File: src/rtl/core/dcc_half_bit_decoder_top_macros.svh
// Assertion macros for the DCC half-bit decoder.
// Used by dcc_half_bit_decoder_top.sv; expects clk and rst_n in scope.
`ifndef DCC_HALF_BIT_DECODER_TOP_MACROS_SVH
`define DCC_HALF_BIT_DECODER_TOP_MACROS_SVH

// Same-cycle implication, disabled while reset is active.
`define DHB_ASSERT_NOW(label, ante, cons, msg) \
    label: assert property (@(posedge clk) disable iff (!rst_n) (ante) |-> (cons)) \
        else $error(msg);

// Next-cycle implication, disabled while reset is active.
`define DHB_ASSERT_NEXT(label, ante, cons, msg) \
    label: assert property (@(posedge clk) disable iff (!rst_n) (ante) |=> (cons)) \
        else $error(msg);

`endif

File: src/rtl/core/dcc_hb_pkg.sv
`timescale 1ns / 1ps
// Shared constants for the DCC half-bit decoder: field widths,
// configuration register indexes and register reset values. No dependencies.
package dcc_hb_pkg;

    localparam int TIME_W = 16;
    localparam int CFG_IDX_W = 3;

    typedef logic [TIME_W-1:0] time_t;
    typedef logic [CFG_IDX_W-1:0] cfg_idx_t;

    // Configuration register indexes.
    localparam cfg_idx_t REG_ONE_MIN        = 3'd0;
    localparam cfg_idx_t REG_ONE_MAX        = 3'd1;
    localparam cfg_idx_t REG_ZERO_MIN       = 3'd2;
    localparam cfg_idx_t REG_ZERO_MAX       = 3'd3;
    localparam cfg_idx_t REG_HALF_TOLERANCE = 3'd4;

    // Register reset values, in microseconds.
    localparam time_t ONE_MIN_RST        = 16'd52;
    localparam time_t ONE_MAX_RST        = 16'd64;
    localparam time_t ZERO_MIN_RST       = 16'd90;
    localparam time_t ZERO_MAX_RST       = 16'd10000;
    localparam time_t HALF_TOLERANCE_RST = 16'd6;

    // Half-period slots start out at the largest interval.
    localparam time_t HALF_RST = 16'hFFFF;

endpackage

File: src/rtl/core/dcc_half_bit_decoder_top.sv
`timescale 1ns / 1ps
// Top level of the DCC half-bit decoder: edge timestamps in, decoded bits out.
// Depends on dcc_hb_pkg and dcc_half_bit_decoder_top_macros.svh.
//
// The decoder takes one edge timestamp beat per clock cycle unless stalled and
// returns a decoded bit in a result register: the beat lands in an input register,
// then one pass of subtract-and-compare logic updates the half-period
// slots and loads the result register. Throughput is one
// timestamp per cycle as long as the result register is drained; a result
// held by a stalled consumer stops the input stage until it is taken.
// An edge that closes a pair (relative to the phase mark) may yield
// one bit: 1 for a pair whose first half is short and whose halves match within the tolerance,
// 0 for a pair of long halves. A mixed pair that does not make a 1 yields nothing and
// shifts the pairing by one edge. Configuration writes take effect at once
// and are meant to be made while no timestamp is in flight.
`include "dcc_half_bit_decoder_top_macros.svh"

module dcc_half_bit_decoder_top
    import dcc_hb_pkg::*;
(
    input  logic                 clk,
    input  logic                 rst_n,
    // Edge timestamp channel
    input  logic                 in_valid,
    output logic                 in_ready,
    input  logic [TIME_W-1:0]    edge_time,
    // Decoded bit channel
    output logic                 out_valid,
    input  logic                 out_ready,
    output logic                 bit_value,
    // Configuration write port
    input  logic                 cfg_wr_en,
    input  logic [CFG_IDX_W-1:0] cfg_index,
    input  logic [TIME_W-1:0]    cfg_wdata
);

    // Configuration registers
    time_t one_min_reg, one_max_reg, zero_min_reg, zero_max_reg, half_tol_reg;

    // Decoder state
    time_t last_edge_reg;
    time_t half0_reg;
    time_t half1_reg;
    logic  slot_reg;
    logic  phase_reg;

    // Input stage and result stage
    logic  s1_valid_reg;
    time_t s1_time_reg;
    logic  out_valid_reg;
    logic  out_bit_reg;

    // Combinational pass
    time_t interval;
    time_t half0_next;
    time_t half1_next;
    logic  slot_next;
    logic  pair_done;
    logic  a_one, a_zero, b_one, b_zero;
    time_t half_diff;
    logic  tol_ok;
    logic  emit_one, emit_zero, phase_flip;
    logic  s1_fire;

    // Configuration writes; indexes beyond the list are ignored.
    always_ff @(posedge clk or negedge rst_n)
    begin
        if (!rst_n)
        begin
            one_min_reg  <= ONE_MIN_RST;
            one_max_reg  <= ONE_MAX_RST;
            zero_min_reg <= ZERO_MIN_RST;
            zero_max_reg <= ZERO_MAX_RST;
            half_tol_reg <= HALF_TOLERANCE_RST;
        end
        else if (cfg_wr_en)
        begin
            unique case (cfg_index)
                REG_ONE_MIN:        one_min_reg  <= cfg_wdata;
                REG_ONE_MAX:        one_max_reg  <= cfg_wdata;
                REG_ZERO_MIN:       zero_min_reg <= cfg_wdata;
                REG_ZERO_MAX:       zero_max_reg <= cfg_wdata;
                REG_HALF_TOLERANCE: half_tol_reg <= cfg_wdata;
                default:            ;
            endcase
        end
    end

    // The input stage moves on when the result register is free or drains now.
    assign s1_fire  = s1_valid_reg && (!out_valid_reg || out_ready);
    assign in_ready = !s1_valid_reg || s1_fire;

    // Interval since the previous edge, wrapping with the timer.
    assign interval   = s1_time_reg - last_edge_reg;
    assign half0_next = (slot_reg == 1'b0) ? interval : half0_reg;
    assign half1_next = (slot_reg == 1'b1) ? interval : half1_reg;
    assign slot_next  = ~slot_reg;
    assign pair_done  = (phase_reg == slot_next);

    // Window tests on both halves of the pair.
    assign a_one  = (half0_next >= one_min_reg)  && (half0_next <= one_max_reg);
    assign a_zero = (half0_next >= zero_min_reg) && (half0_next <= zero_max_reg);
    assign b_one  = (half1_next >= one_min_reg)  && (half1_next <= one_max_reg);
    assign b_zero = (half1_next >= zero_min_reg) && (half1_next <= zero_max_reg);

    // True absolute difference of the two halves.
    assign half_diff = (half0_next >= half1_next) ? (half0_next - half1_next)
                                                  : (half1_next - half0_next);
    assign tol_ok    = (half_diff <= half_tol_reg);

    // Classification: the one window is tested first.
    assign emit_one   = pair_done && a_one && tol_ok;
    assign emit_zero  = pair_done && !a_one && a_zero && b_zero;
    assign phase_flip = pair_done &&
                        ((a_one && !tol_ok && b_zero) ||
                         (!a_one && a_zero && !b_zero && b_one));

    // Input register.
    always_ff @(posedge clk or negedge rst_n)
    begin
        if (!rst_n)
        begin
            s1_valid_reg <= 1'b0;
        end
        else if (in_ready)
        begin
            s1_valid_reg <= in_valid;
        end
    end

    always_ff @(posedge clk)
    begin
        if (in_valid && in_ready)
        begin
            s1_time_reg <= edge_time;
        end
    end

    // Decoder state update, one edge per pass.
    always_ff @(posedge clk or negedge rst_n)
    begin
        if (!rst_n)
        begin
            last_edge_reg <= '0;
            half0_reg     <= HALF_RST;
            half1_reg     <= HALF_RST;
            slot_reg      <= 1'b0;
            phase_reg     <= 1'b0;
        end
        else if (s1_fire)
        begin
            last_edge_reg <= s1_time_reg;
            half0_reg     <= half0_next;
            half1_reg     <= half1_next;
            slot_reg      <= slot_next;
            phase_reg     <= phase_reg ^ phase_flip;
        end
    end

    // Result register.
    always_ff @(posedge clk or negedge rst_n)
    begin
        if (!rst_n)
        begin
            out_valid_reg <= 1'b0;
        end
        else if (s1_fire)
        begin
            out_valid_reg <= emit_one || emit_zero;
        end
        else if (out_ready)
        begin
            out_valid_reg <= 1'b0;
        end
    end

    always_ff @(posedge clk)
    begin
        if (s1_fire)
        begin
            out_bit_reg <= emit_one;
        end
    end

    assign out_valid = out_valid_reg;
    assign bit_value = out_bit_reg;

    // A result is produced only when the pair closes at the phase mark.
    `DHB_ASSERT_NOW(a_emit_on_pair, s1_fire && (emit_one || emit_zero), pair_done, "result emitted off the pair boundary")
    // The phase mark moves only while an edge is processed.
    `DHB_ASSERT_NEXT(a_phase_hold, !s1_fire, $stable(phase_reg), "phase mark changed without an edge")
    // A one and a zero never come from the same pair, and never with a flip.
    `DHB_ASSERT_NOW(a_class_excl, s1_fire, !(emit_one && emit_zero) && !((emit_one || emit_zero) && phase_flip), "pair classified more than one way")
    // The slot pointer toggles on every processed edge.
    `DHB_ASSERT_NEXT(a_slot_toggle, s1_fire, slot_reg != $past(slot_reg), "slot pointer did not toggle")

endmodule

File: config.mk
export PLATFORM = sky130hd
export DESIGN_NAME = dcc_half_bit_decoder_top
export DESIGN_NICKNAME = d
export VERILOG_FILES = /design/src/rtl/core/dcc_hb_pkg.sv /design/src/rtl/core/dcc_half_bit_decoder_top.sv
export VERILOG_INCLUDE_DIRS = /design/src /design/src/rtl/core
export SDC_FILE = /design/constraint.sdc
export NUM_CORES = 1
export LEC_CHECK = 0
export BUFFER_PORTS_ARGS = -buffer_cell sky130_fd_sc_hd__buf_4
export CAP_MARGIN = 0
export CORE_MARGIN = 8
export CORE_UTILIZATION = 55
export DETAILED_ROUTE_END_ITERATION = 6
export GPL_TIMING_DRIVEN = 0
export HOLD_SLACK_MARGIN = 0.06
export PLACE_DENSITY = 0.83
export SLEW_MARGIN = 20
export SYNTH_ARGS = -nofsm -noshare
export SYNTH_HDL_FRONTEND = slang
export SYNTH_SLANG_ARGS = --single-unit
File: constraint.sdc
create_clock -name clk -period 8.9 [get_ports clk]
set_input_delay 0.445 -clock clk [delete_from_list [all_inputs] [get_ports clk]]
set_output_delay 0.445 -clock clk [all_outputs]
set_load 0.005 [all_outputs]
==> results of run 1 <==
-- worst max-delay path, delay by kind of cell, from the launching register on --
family                     cells  cell delay, ps
AOI/OAI and AO/OA             15            3960
xor gates and xnor gates       1             100
muxes                          2             620
and+or+nand+nor               10            1800
buffers and inverters          3             530
DFF                            1             380
adders and majority gates      3             770
-- metrics by stage --
stage	instances	area, um^2
after CTS	1600	12780
after global placement	1566	12140
after detailed placement	1567	12180
after global routing	1600	12780
after floorplan	1249	11480
final	1600	12780
-- layout by cell type (no fill, tap or decap), types with 5 or more instances in the layout --
cell type,count
xnor2_1,17
and3_1,5
a21o_1,51
a31oi_1,5
clkbuf_16,17
mux2i_1,30
o211ai_1,5
clkbuf_1,35
edfxtp_1,17
dfstp_2,47
buf_1,6
o21a_1,13
nand2_1,163
or3_1,5
nor2_1,39
nand4_1,26
a21oi_1,65
buf_4,41
nor2b_1,18
xor2_1,12
mux2_2,41
ha_1,188
nand3_1,9
nand2b_1,12
nor3_1,18
inv_1,127
o21ai_0,126
dfrtp_1,85
-- cell type report --
type                    instances  area (um^2)  share of cell area
plain buffers                  40        158.9             0.01244
clock buffers                  20        436.7             0.03417
clock inverters                12        155.1             0.01214
inverters                     129        484.2             0.03789
multi-input cells             931         6967              0.5452
flip-flops and latches        149         3872              0.3030
well taps                     275        344.1             0.02693
repair buffers                 44        360.3             0.02820
-- final timing paths --
| path | endpoint | cells past startpoint | start |
|---|---|---|---|
| worst max-delay path | flip-flop | 34 | last_edge_reg[1] |
| worst min-delay path | s1_time_reg[0] | 1 | edge_time[0] |
| worst max register to register | flip-flop | 34 | last_edge_reg[1] |
| worst min register to register | half0_reg[8] | 2 | half0_reg[8] |
| max in group asynchronous | half0_reg[2] | 3 | rst_n |
| min in group asynchronous | zero_min_reg[10] | 2 | rst_n |
-- layer usage --
| layer | GRT usage | wire length [um] |
|---|---|---|
| met5 | 0 | 0 |
| met4 | 0.1062 | 1026 |
| met3 | 0.03865 | 2059 |
| met2 | 0.3771 | 14080 |
| met1 | 0.3052 | 13170 |
-- cell families (layout without fill, tap and decap cells) --
group | after synthesis | count (layout) | synth area share
AO/OA/AOI/OAI | 325 | 325 | 0.1796
AND/OR/NAND/NOR | 312 | 312 | 0.1248
adder cells (fa/ha/maj) | 192 | 192 | 0.2110
buffers and inverters | 169 | 245 | 0.05601
flip-flops | 149 | 149 | 0.3373
multiplexers | 72 | 72 | 0.06734
XOR/XNOR | 30 | 30 | 0.02408
==> key figures, run 1 <==
Logic synthesis
  – Syn Area/Cell: 9.193 um^2
  – Sequential fraction of the synthesis area: 0.3373
  – #FFs+latches synth: 149
  – Post-synth top flop: dfrtp_1
  – Synth Instances: 1249
  – Synthesized Nets: 1480
  – Area contributors post-synth: ha_1 (20%), dfrtp_1 (19%), dfstp_2 (11%)
  – Most frequent cell after synthesis: ha_1
  – Post-synth ARST share: 0.8859
  – Number of flops mapped to enable cells by yosys: 17
  – Post-synth top area share: 0.2049
  – Synth top cells by count: ha_1 (188), nand2_1 (163), inv_1 (127)
  – Count of cell types in the netlist: 74
  – Cell taking the most area after synthesis: ha_1
  – Yosys warns: 0
  – Syn Std Cell Area: 11480 um^2

Global route
  – Largest net degree at the start of global routing: 96
  – Vias in the first global route: 9521
  – First-pass GRT wire length: 48670 um
  – Total GRT Usage: 0.2345
  – Total gr overflow: 0
  – Initial antenna violation count: 0

Cells and area
  – Final Net Count: 1543
  – Layout cells sized above 1: 0.1306
  – Area Growth Syn to Fin: 11.29%
  – Final core utilization: 0.6156
  – Fillers: 1695
  – # diodes: 0

Setup path
  – R2r setup slk: 610 ps
  – Worst path slowest cell: a21boi_0
  – Slowest Stage Delay on Critical Path: 660 ps
  – Crit end category: flip-flop
  – CP max FO: 10
  – Critical Path AT: 8610 ps
  – Worst path required time: 9220 ps
  – Critical path type: flip-flop to flip-flop
  – Critical Path Start Type: flip-flop

Timing
  – Setup repair after global routing missed its margin: false
  – Final Skew: 9.392 ps
  – FMAX: 120.6 MHz
  – Slew @ Worst Pin: 1118 ps
  – Max-slew violation count: 0
  – WHS: 184.3 ps
  – Setup TNS: 0 ps
  – Crit path time final: 8289 ps
  – Setup Viol. Count Final: 0
  – Setup ws final: 610.8 ps
  – Relative max-transition margin: 0.2466
  – Period utilization: 0.9314
  – Hold Vio Cnt, Final: 0

CTS
  – Total CTS buffers: 17
  – Later-pin clock latency in the skew report: 430 ps
  – CTS root buffer: clkbuf_16
  – H-tree depth: 4
  – Clock sink count: 149
  – Post-cts sizing count: 0
  – Clk slew on worst S/H paths: 60 ps
  – CTS max path bufs: 2
  – TritonCTS clock tree: done
  – Hold buffers post-CTS: 1
  – Postcts setup bufs: 0

Die
  – Starting Density: 0.5532
  – Placeable Area: 20760 um^2
  – Die height: 160.5 um
  – Num ports: 43
  – Die area: 25760 um^2
  – Die Wd: 160.5 um
  – Rows: 53

Detailed routing
  – DRC violations left: 0
  – WL final: 30350 um
  – Detail Route Antenna Nets: 0
  – Vias post-DR: 9685
  – DRT Pass-1 Iters: 5
  – Routed vias/inst: 6.053
  – Avg WL per Cell: 18.97 um
  – First DRT Iteration DRCs: 839

Run
  – MaxCap Viol Count: 0

Outcome
  – Status: finished clean

Place
  – Number of I/O port buffers: 42
  – Post-place setup slack: 895.4 ps
  – Routability cong.: 0.9620
  – Final HPWL DP: 23010 um

Hold path
  – Hold WC Path Type: input pin to flip-flop
Power of run 1 is left out: the tool's default activity adds up to more than one toggle a clock period on the data nets, which glitch-free logic cannot reach.
==> run 2, diff against run 1 <==
--- a/config.mk
+++ b/config.mk
@@ -9,11 +9,11 @@
 export BUFFER_PORTS_ARGS = -buffer_cell sky130_fd_sc_hd__buf_4
 export CAP_MARGIN = 0
 export CORE_MARGIN = 8
-export CORE_UTILIZATION = 55
+export CORE_UTILIZATION = 43
 export DETAILED_ROUTE_END_ITERATION = 6
 export GPL_TIMING_DRIVEN = 0
 export HOLD_SLACK_MARGIN = 0.06
-export PLACE_DENSITY = 0.83
+export PLACE_DENSITY = 0.7
 export SLEW_MARGIN = 20
 export SYNTH_ARGS = -nofsm -noshare
 export SYNTH_HDL_FRONTEND = slang
==> run 2 against run 1 <==
Compared with the run above:
- non-clock buffer count is the same
- clock skew grew 1.6 ps
- largest cell class unchanged
- routed wire length grew 0.26%
- critical path type unchanged
==> key figures, run 2 (synthesis results as in run 1) <==
Outcome
  – Status: finished clean

Place
  – Number of I/O port buffers: 42
  – Routability cong.: 0.9024
  – Final HPWL DP: 23450 um
  – DP Area: 12260 um^2
  – Post-place setup slack: 682.0 ps
  – Cell total after placement: 1633

Cells and area
  – Post-route design area: 12880 um^2
  – Final Net Count: 1543
  – Layout cells sized above 1: 0.1328
  – Area Growth Syn to Fin: 12.19%
  – Fillers: 2563
  – Non-filler cells, final: 1666
  – # diodes: 0
  – Commonest non-fill, non-tap cells in the layout: ha_1 (188), nand2_1 (163), inv_1 (127)
  – Commonest non-fill, non-tap cell in the layout: ha_1

Detailed routing
  – DRC violations left: 0
  – First DRT Iteration DRCs: 635
  – DRT Pass-1 Iters: 5
  – Routed vias/inst: 5.591
  – WL final: 30430 um
  – Detail Route Antenna Nets: 0
  – Vias post-DR: 9315
  – Avg WL per Cell: 18.26 um

Setup path
  – Critical path type: flip-flop to flip-flop
  – Worst path required time: 9220 ps
  – Slowest Stage Delay on Critical Path: 500 ps
  – Reg2Reg Depth: 34
  – Most used cell, CP: ha_1
  – R2r setup slk: 700 ps
  – Worst path slowest cell: a21boi_1
  – Critical Path AT: 8520 ps
  – Worst R2R Start: last_edge_reg[1]
  – Critical Path Start Type: flip-flop
  – CP max FO: 10
  – Crit end category: flip-flop

Die
  – Starting Density: 0.4321
  – Die Wd: 179.4 um
  – Placeable Area: 26580 um^2
  – Rows: 60
  – Die height: 179.4 um
  – Die area: 32190 um^2
  – Num ports: 43

Timing
  – Setup ws final: 701.1 ps
  – Relative max-transition margin: 0.2896
  – Period utilization: 0.9212
  – Hold Vio Cnt, Final: 0
  – Setup Viol. Count Final: 0
  – FMAX: 122.0 MHz
  – Slew @ Worst Pin: 1054 ps
  – Setup repair after global routing missed its margin: false
  – Crit path time final: 8199 ps
  – Final Skew: 11.00 ps
  – Setup TNS: 0 ps
  – Max-slew violation count: 0

CTS
  – Clk slew on worst S/H paths: 70 ps
  – Postcts setup bufs: 0
  – CTS max path bufs: 2
  – Later-pin clock latency in the skew report: 430 ps
  – CTS root buffer: clkbuf_16
  – Clock sink count: 149
  – Total CTS buffers: 17
  – H-tree depth: 4
  – TritonCTS clock tree: done

Hold path
  – Hold WC Path Type: input pin to flip-flop
  – Worst Hold Depth: 1
  – Hold path start: edge_time[1]
  – WHS Endpoint: s1_time_reg[1]

Global route
  – Largest net degree at the start of global routing: 82
  – Total gr overflow: 0
  – First-pass GRT wire length: 49400 um
  – Vias in the first global route: 9210
  – Initial antenna violation count: 0
  – Total GRT Usage: 0.1887

Run
  – MaxCap Viol Count: 0
==> run 2: worst max path at each step <==
stage | start | endpoint | slack, ps | depth (start not counted)
final | last_edge_reg[1] | flip-flop | 700 | 34
after global routing | last_edge_reg[1] | flip-flop | 60 | 34
after floorplan | last_edge_reg[1] | flip-flop | 2360 | 33
after CTS | last_edge_reg[1] | flip-flop | 620 | 34
after global placement | s1_time_reg[1] | flip-flop | 830 | 33
after detailed placement | last_edge_reg[1] | flip-flop | 680 | 34
==> run 2: per-stage QoR <==
stage          hold slack (ps)  utilization
6_report                 187.3       0.4847
5_1_grt                  164.5       0.4847
4_1_cts                  171.9       0.4847
3_5_place_dp             392.6       0.4613
3_3_place_gp             445.6       0.4600
2_1_floorplan            149.4            -
==> run 2: critical path: cells and delay by family (launching register included) <==
kind                       cells  cell delay (ps)
buffers and inverters          3              530
DFF                            1              380
and+or+nand+nor               10             1820
AOI/OAI and AO/OA             15             3890
xor gates and xnor gates       1               90
muxes                          2              610
adders and majority gates      3              750
==> run 2: per-layer routing <==
metal  global-route usage  vias to the layer above  routed length (um)
li1                     -                     4550                   -
met1               0.2503                     4460               14060
met2               0.3114                      261               14170
met3              0.02903                       44                1545
met4              0.06035                        0                 651
met5                    0                        -                   0
==> run 2: cell type report <==
| class | instances | area [um^2] | share of cell area |
|---|---|---|---|
| multi-input combinational | 931 | 6967 | 0.5408 |
| sequential | 149 | 3872 | 0.3006 |
| clock buffer | 22 | 506.7 | 0.03934 |
| inverter | 129 | 484.2 | 0.03759 |
| tap | 341 | 426.7 | 0.03312 |
| timing repair buffer | 44 | 360.3 | 0.02797 |
| buffer | 40 | 158.9 | 0.01233 |
| clock inverter | 10 | 106.4 | 0.008256 |
==> run 2: what timing repair did <==
action	in CTS	in global routing
gates resized for setup	0	1
hold endpoints to repair	40	0
setup endpoints to repair	0	2
hold buffers	1	0
Power of run 2 is left out for the same reason.
==> run 3, diff against run 2 <==
--- a/config.mk
+++ b/config.mk
@@ -6,6 +6,7 @@
 export SDC_FILE = /design/constraint.sdc
 export NUM_CORES = 1
 export LEC_CHECK = 0
+export ABC_AREA = 1
 export BUFFER_PORTS_ARGS = -buffer_cell sky130_fd_sc_hd__buf_4
 export CAP_MARGIN = 0
 export CORE_MARGIN = 8
==> constraint.sdc (replaced) <==
create_clock -name clk -period 10.25 [get_ports clk]
set_input_delay 0.5125 -clock clk [delete_from_list [all_inputs] [get_ports clk]]
set_output_delay 0.5125 -clock clk [all_outputs]
set_load 0.005 [all_outputs]
==> run 3 against run 2 <==
Compared with the run above:
- area after synthesis increased by 1.6%
- routed wire length grew 7.6%
- via count up 11%
- flip-flop and latch count stayed put
- critical path depth grew 3
- core utilization increased by 0.13 points
==> key figures, run 3 <==
Setup path
  – Critical path type: flip-flop to flip-flop
  – CP max FO: 10
  – Worst path required time: 10570 ps
  – Slowest Stage Delay on Critical Path: 730 ps
  – Most used cell, CP: nand2_1
  – Crit end category: flip-flop
  – Worst path slowest cell: o21ai_0
  – Critical Path Start Type: flip-flop
  – Critical Path AT: 6720 ps

Detailed routing
  – First DRT Iteration DRCs: 881
  – Detail Route Antenna Nets: 0
  – WL final: 32750 um
  – DRT Pass-1 Iters: 6
  – Routed vias/inst: 5.306
  – Avg WL per Cell: 16.87 um
  – DRC violations left: 0
  – Vias post-DR: 10298

Place
  – Final HPWL DP: 25970 um
  – Number of I/O port buffers: 42
  – Routability cong.: 0.9326

Timing
  – FMAX: 156.3 MHz
  – Relative max-transition margin: 0.2187
  – Hold Vio Cnt, Final: 0
  – Setup repair after global routing missed its margin: false
  – Slew @ Worst Pin: 1160 ps
  – Setup Viol. Count Final: 0
  – Crit path time final: 6397 ps
  – Final Skew: 11.31 ps
  – Period utilization: 0.6241
  – Max-slew violation count: 0
  – Setup TNS: 0 ps

Global route
  – Initial antenna violation count: 3
  – Vias in the first global route: 9823
  – First-pass GRT wire length: 52190 um
  – Total gr overflow: 0
  – Largest net degree at the start of global routing: 86
  – Total GRT Usage: 0.2013

CTS
  – CTS max path bufs: 2
  – CTS root buffer: clkbuf_16
  – Hold buffers post-CTS: 1
  – Total CTS buffers: 17
  – Post-cts sizing count: 0
  – Clk slew on worst S/H paths: 70 ps
  – Postcts setup bufs: 0
  – Clock sink count: 149
  – TritonCTS clock tree: done
  – H-tree depth: 4
  – Later-pin clock latency in the skew report: 430 ps

Cells and area
  – Area Growth Syn to Fin: 11.63%
  – Layout cells sized above 1: 0.09506
  – Commonest non-fill, non-tap cell in the layout: nand2_1
  – Final Net Count: 1817
  – FF/Latch Area: 3872 um^2
  – Multi-input logic area: 6750 um^2
  – Commonest non-fill, non-tap cells in the layout: nand2_1 (400), inv_1 (237), ha_1 (188)
  – Fillers: 2595

Logic synthesis
  – Area contributors post-synth: ha_1 (20%), dfrtp_1 (18%), nand2_1 (13%)
  – Post-synth top area share: 0.2016
  – Most frequent cell after synthesis: nand2_1
  – Synthesized Nets: 1754
  – Yosys warns: 0
  – Cell taking the most area after synthesis: ha_1
  – Number of flops mapped to enable cells by yosys: 17
  – Post-synth top flop: dfrtp_1
  – Sequential fraction of the synthesis area: 0.3318
  – #FFs+latches synth: 149
  – Post-synth ARST share: 0.8859
  – Syn Std Cell Area: 11670 um^2
  – Count of cell types in the netlist: 44
  – Synth Instances: 1523
  – Synth top cells by count: nand2_1 (400), inv_1 (237), ha_1 (188)
  – Syn Area/Cell: 7.662 um^2

Die
  – Die Wd: 180.7 um
  – Num ports: 43
  – Rows: 60
  – Starting Density: 0.4354
  – Die height: 180.7 um
  – Placeable Area: 26800 um^2
  – Die area: 32670 um^2

Run
  – MaxCap Viol Count: 0

Hold path
  – Hold WC Path Type: input pin to flip-flop

Outcome
  – Status: finished clean
## run 3: cell types whose count changed in the layout (fill, tap and decap cells not counted), sizes merged, moves of 12 or more
cell / before / now
nand2b: 12 / 0
mux2i: 30 / 0
nor2b: 18 / 0
inv: 131 / 242
xor2: 12 / 25
a21o: 51 / 0
a21oi: 65 / 108
nand3: 9 / 47
mux2: 42 / 0
nand2: 163 / 408
o21ai: 128 / 184
## run 3: cell families after synthesis
group / count (synthesis) / share of synthesized area
AO/OA/AOI/OAI: 329 / 0.1526
buffers and inverters: 275 / 0.08974
flip-flops: 149 / 0.3318
adder cells (fa/ha/maj): 191 / 0.2067
AND/OR/NAND/NOR: 548 / 0.1959
XOR/XNOR: 31 / 0.02327
## run 3: critical path, delay by kind of cell, from the launching register on
kind                     cells  cell delay [ps]
XOR/XNOR                     1              180
AO/OA/AOI/OAI                6             1720
AND/OR/NAND/NOR             22             2080
adder cells (fa/ha/maj)      3             1020
flip-flops                   1              410
buffers and inverters        5              850
## run 3: metrics by stage
stage / instances / setup slack [ps] / util / instance area (um^2) / hold slack, ps
floorplan: 1523 / 5433 / - / 11670 / 216.9
global placement: 1906 / 4082 / 0.4631 / 12410 / 457.2
global route: 1940 / 3211 / 0.4860 / 13030 / 230.8
finish: 1941 / 3853 / 0.4861 / 13030 / 250.1
detailed placement: 1907 / 4015 / 0.4644 / 12450 / 438.8
CTS: 1940 / 4000 / 0.4860 / 13030 / 236.7
## run 3: layer usage
layer,routed length [um],up-vias,global-route usage
li1,-,5132,-
met1,14810,4824,0.2643
met2,15080,294,0.3275
met3,2132,48,0.04173
met4,725,0,0.06415
met5,0,-,0
## run 3: path summary, 6_finish.rpt
check                                    to            from  cells past startpoint  slack, ps
max in group asynchronous      half0_reg[3]           rst_n                      3       8880
setup / recovery                  flip-flop  s1_time_reg[2]                     37       3850
hold / removal              s1_time_reg[15]   edge_time[15]                      1        250
setup reg to reg                  flip-flop  s1_time_reg[2]                     37       3850
min in group asynchronous  zero_min_reg[12]           rst_n                      2        560
hold reg to reg               half1_reg[14]   half1_reg[14]                      2        470
## run 3: layout make-up
| class | instances | share of cell area |
|---|---|---|
| inverters | 240 | 0.06915 |
| plain buffers | 35 | 0.01124 |
| clock buffers | 20 | 0.03352 |
| multi-input cells | 1099 | 0.5182 |
| repair buffers | 44 | 0.02766 |
| diodes | 1 | 0.0001921 |
| clock inverters | 12 | 0.01008 |
| well taps | 341 | 0.03275 |
| flip-flops and latches | 149 | 0.2973 |
Power of run 3 is left out for the same reason.
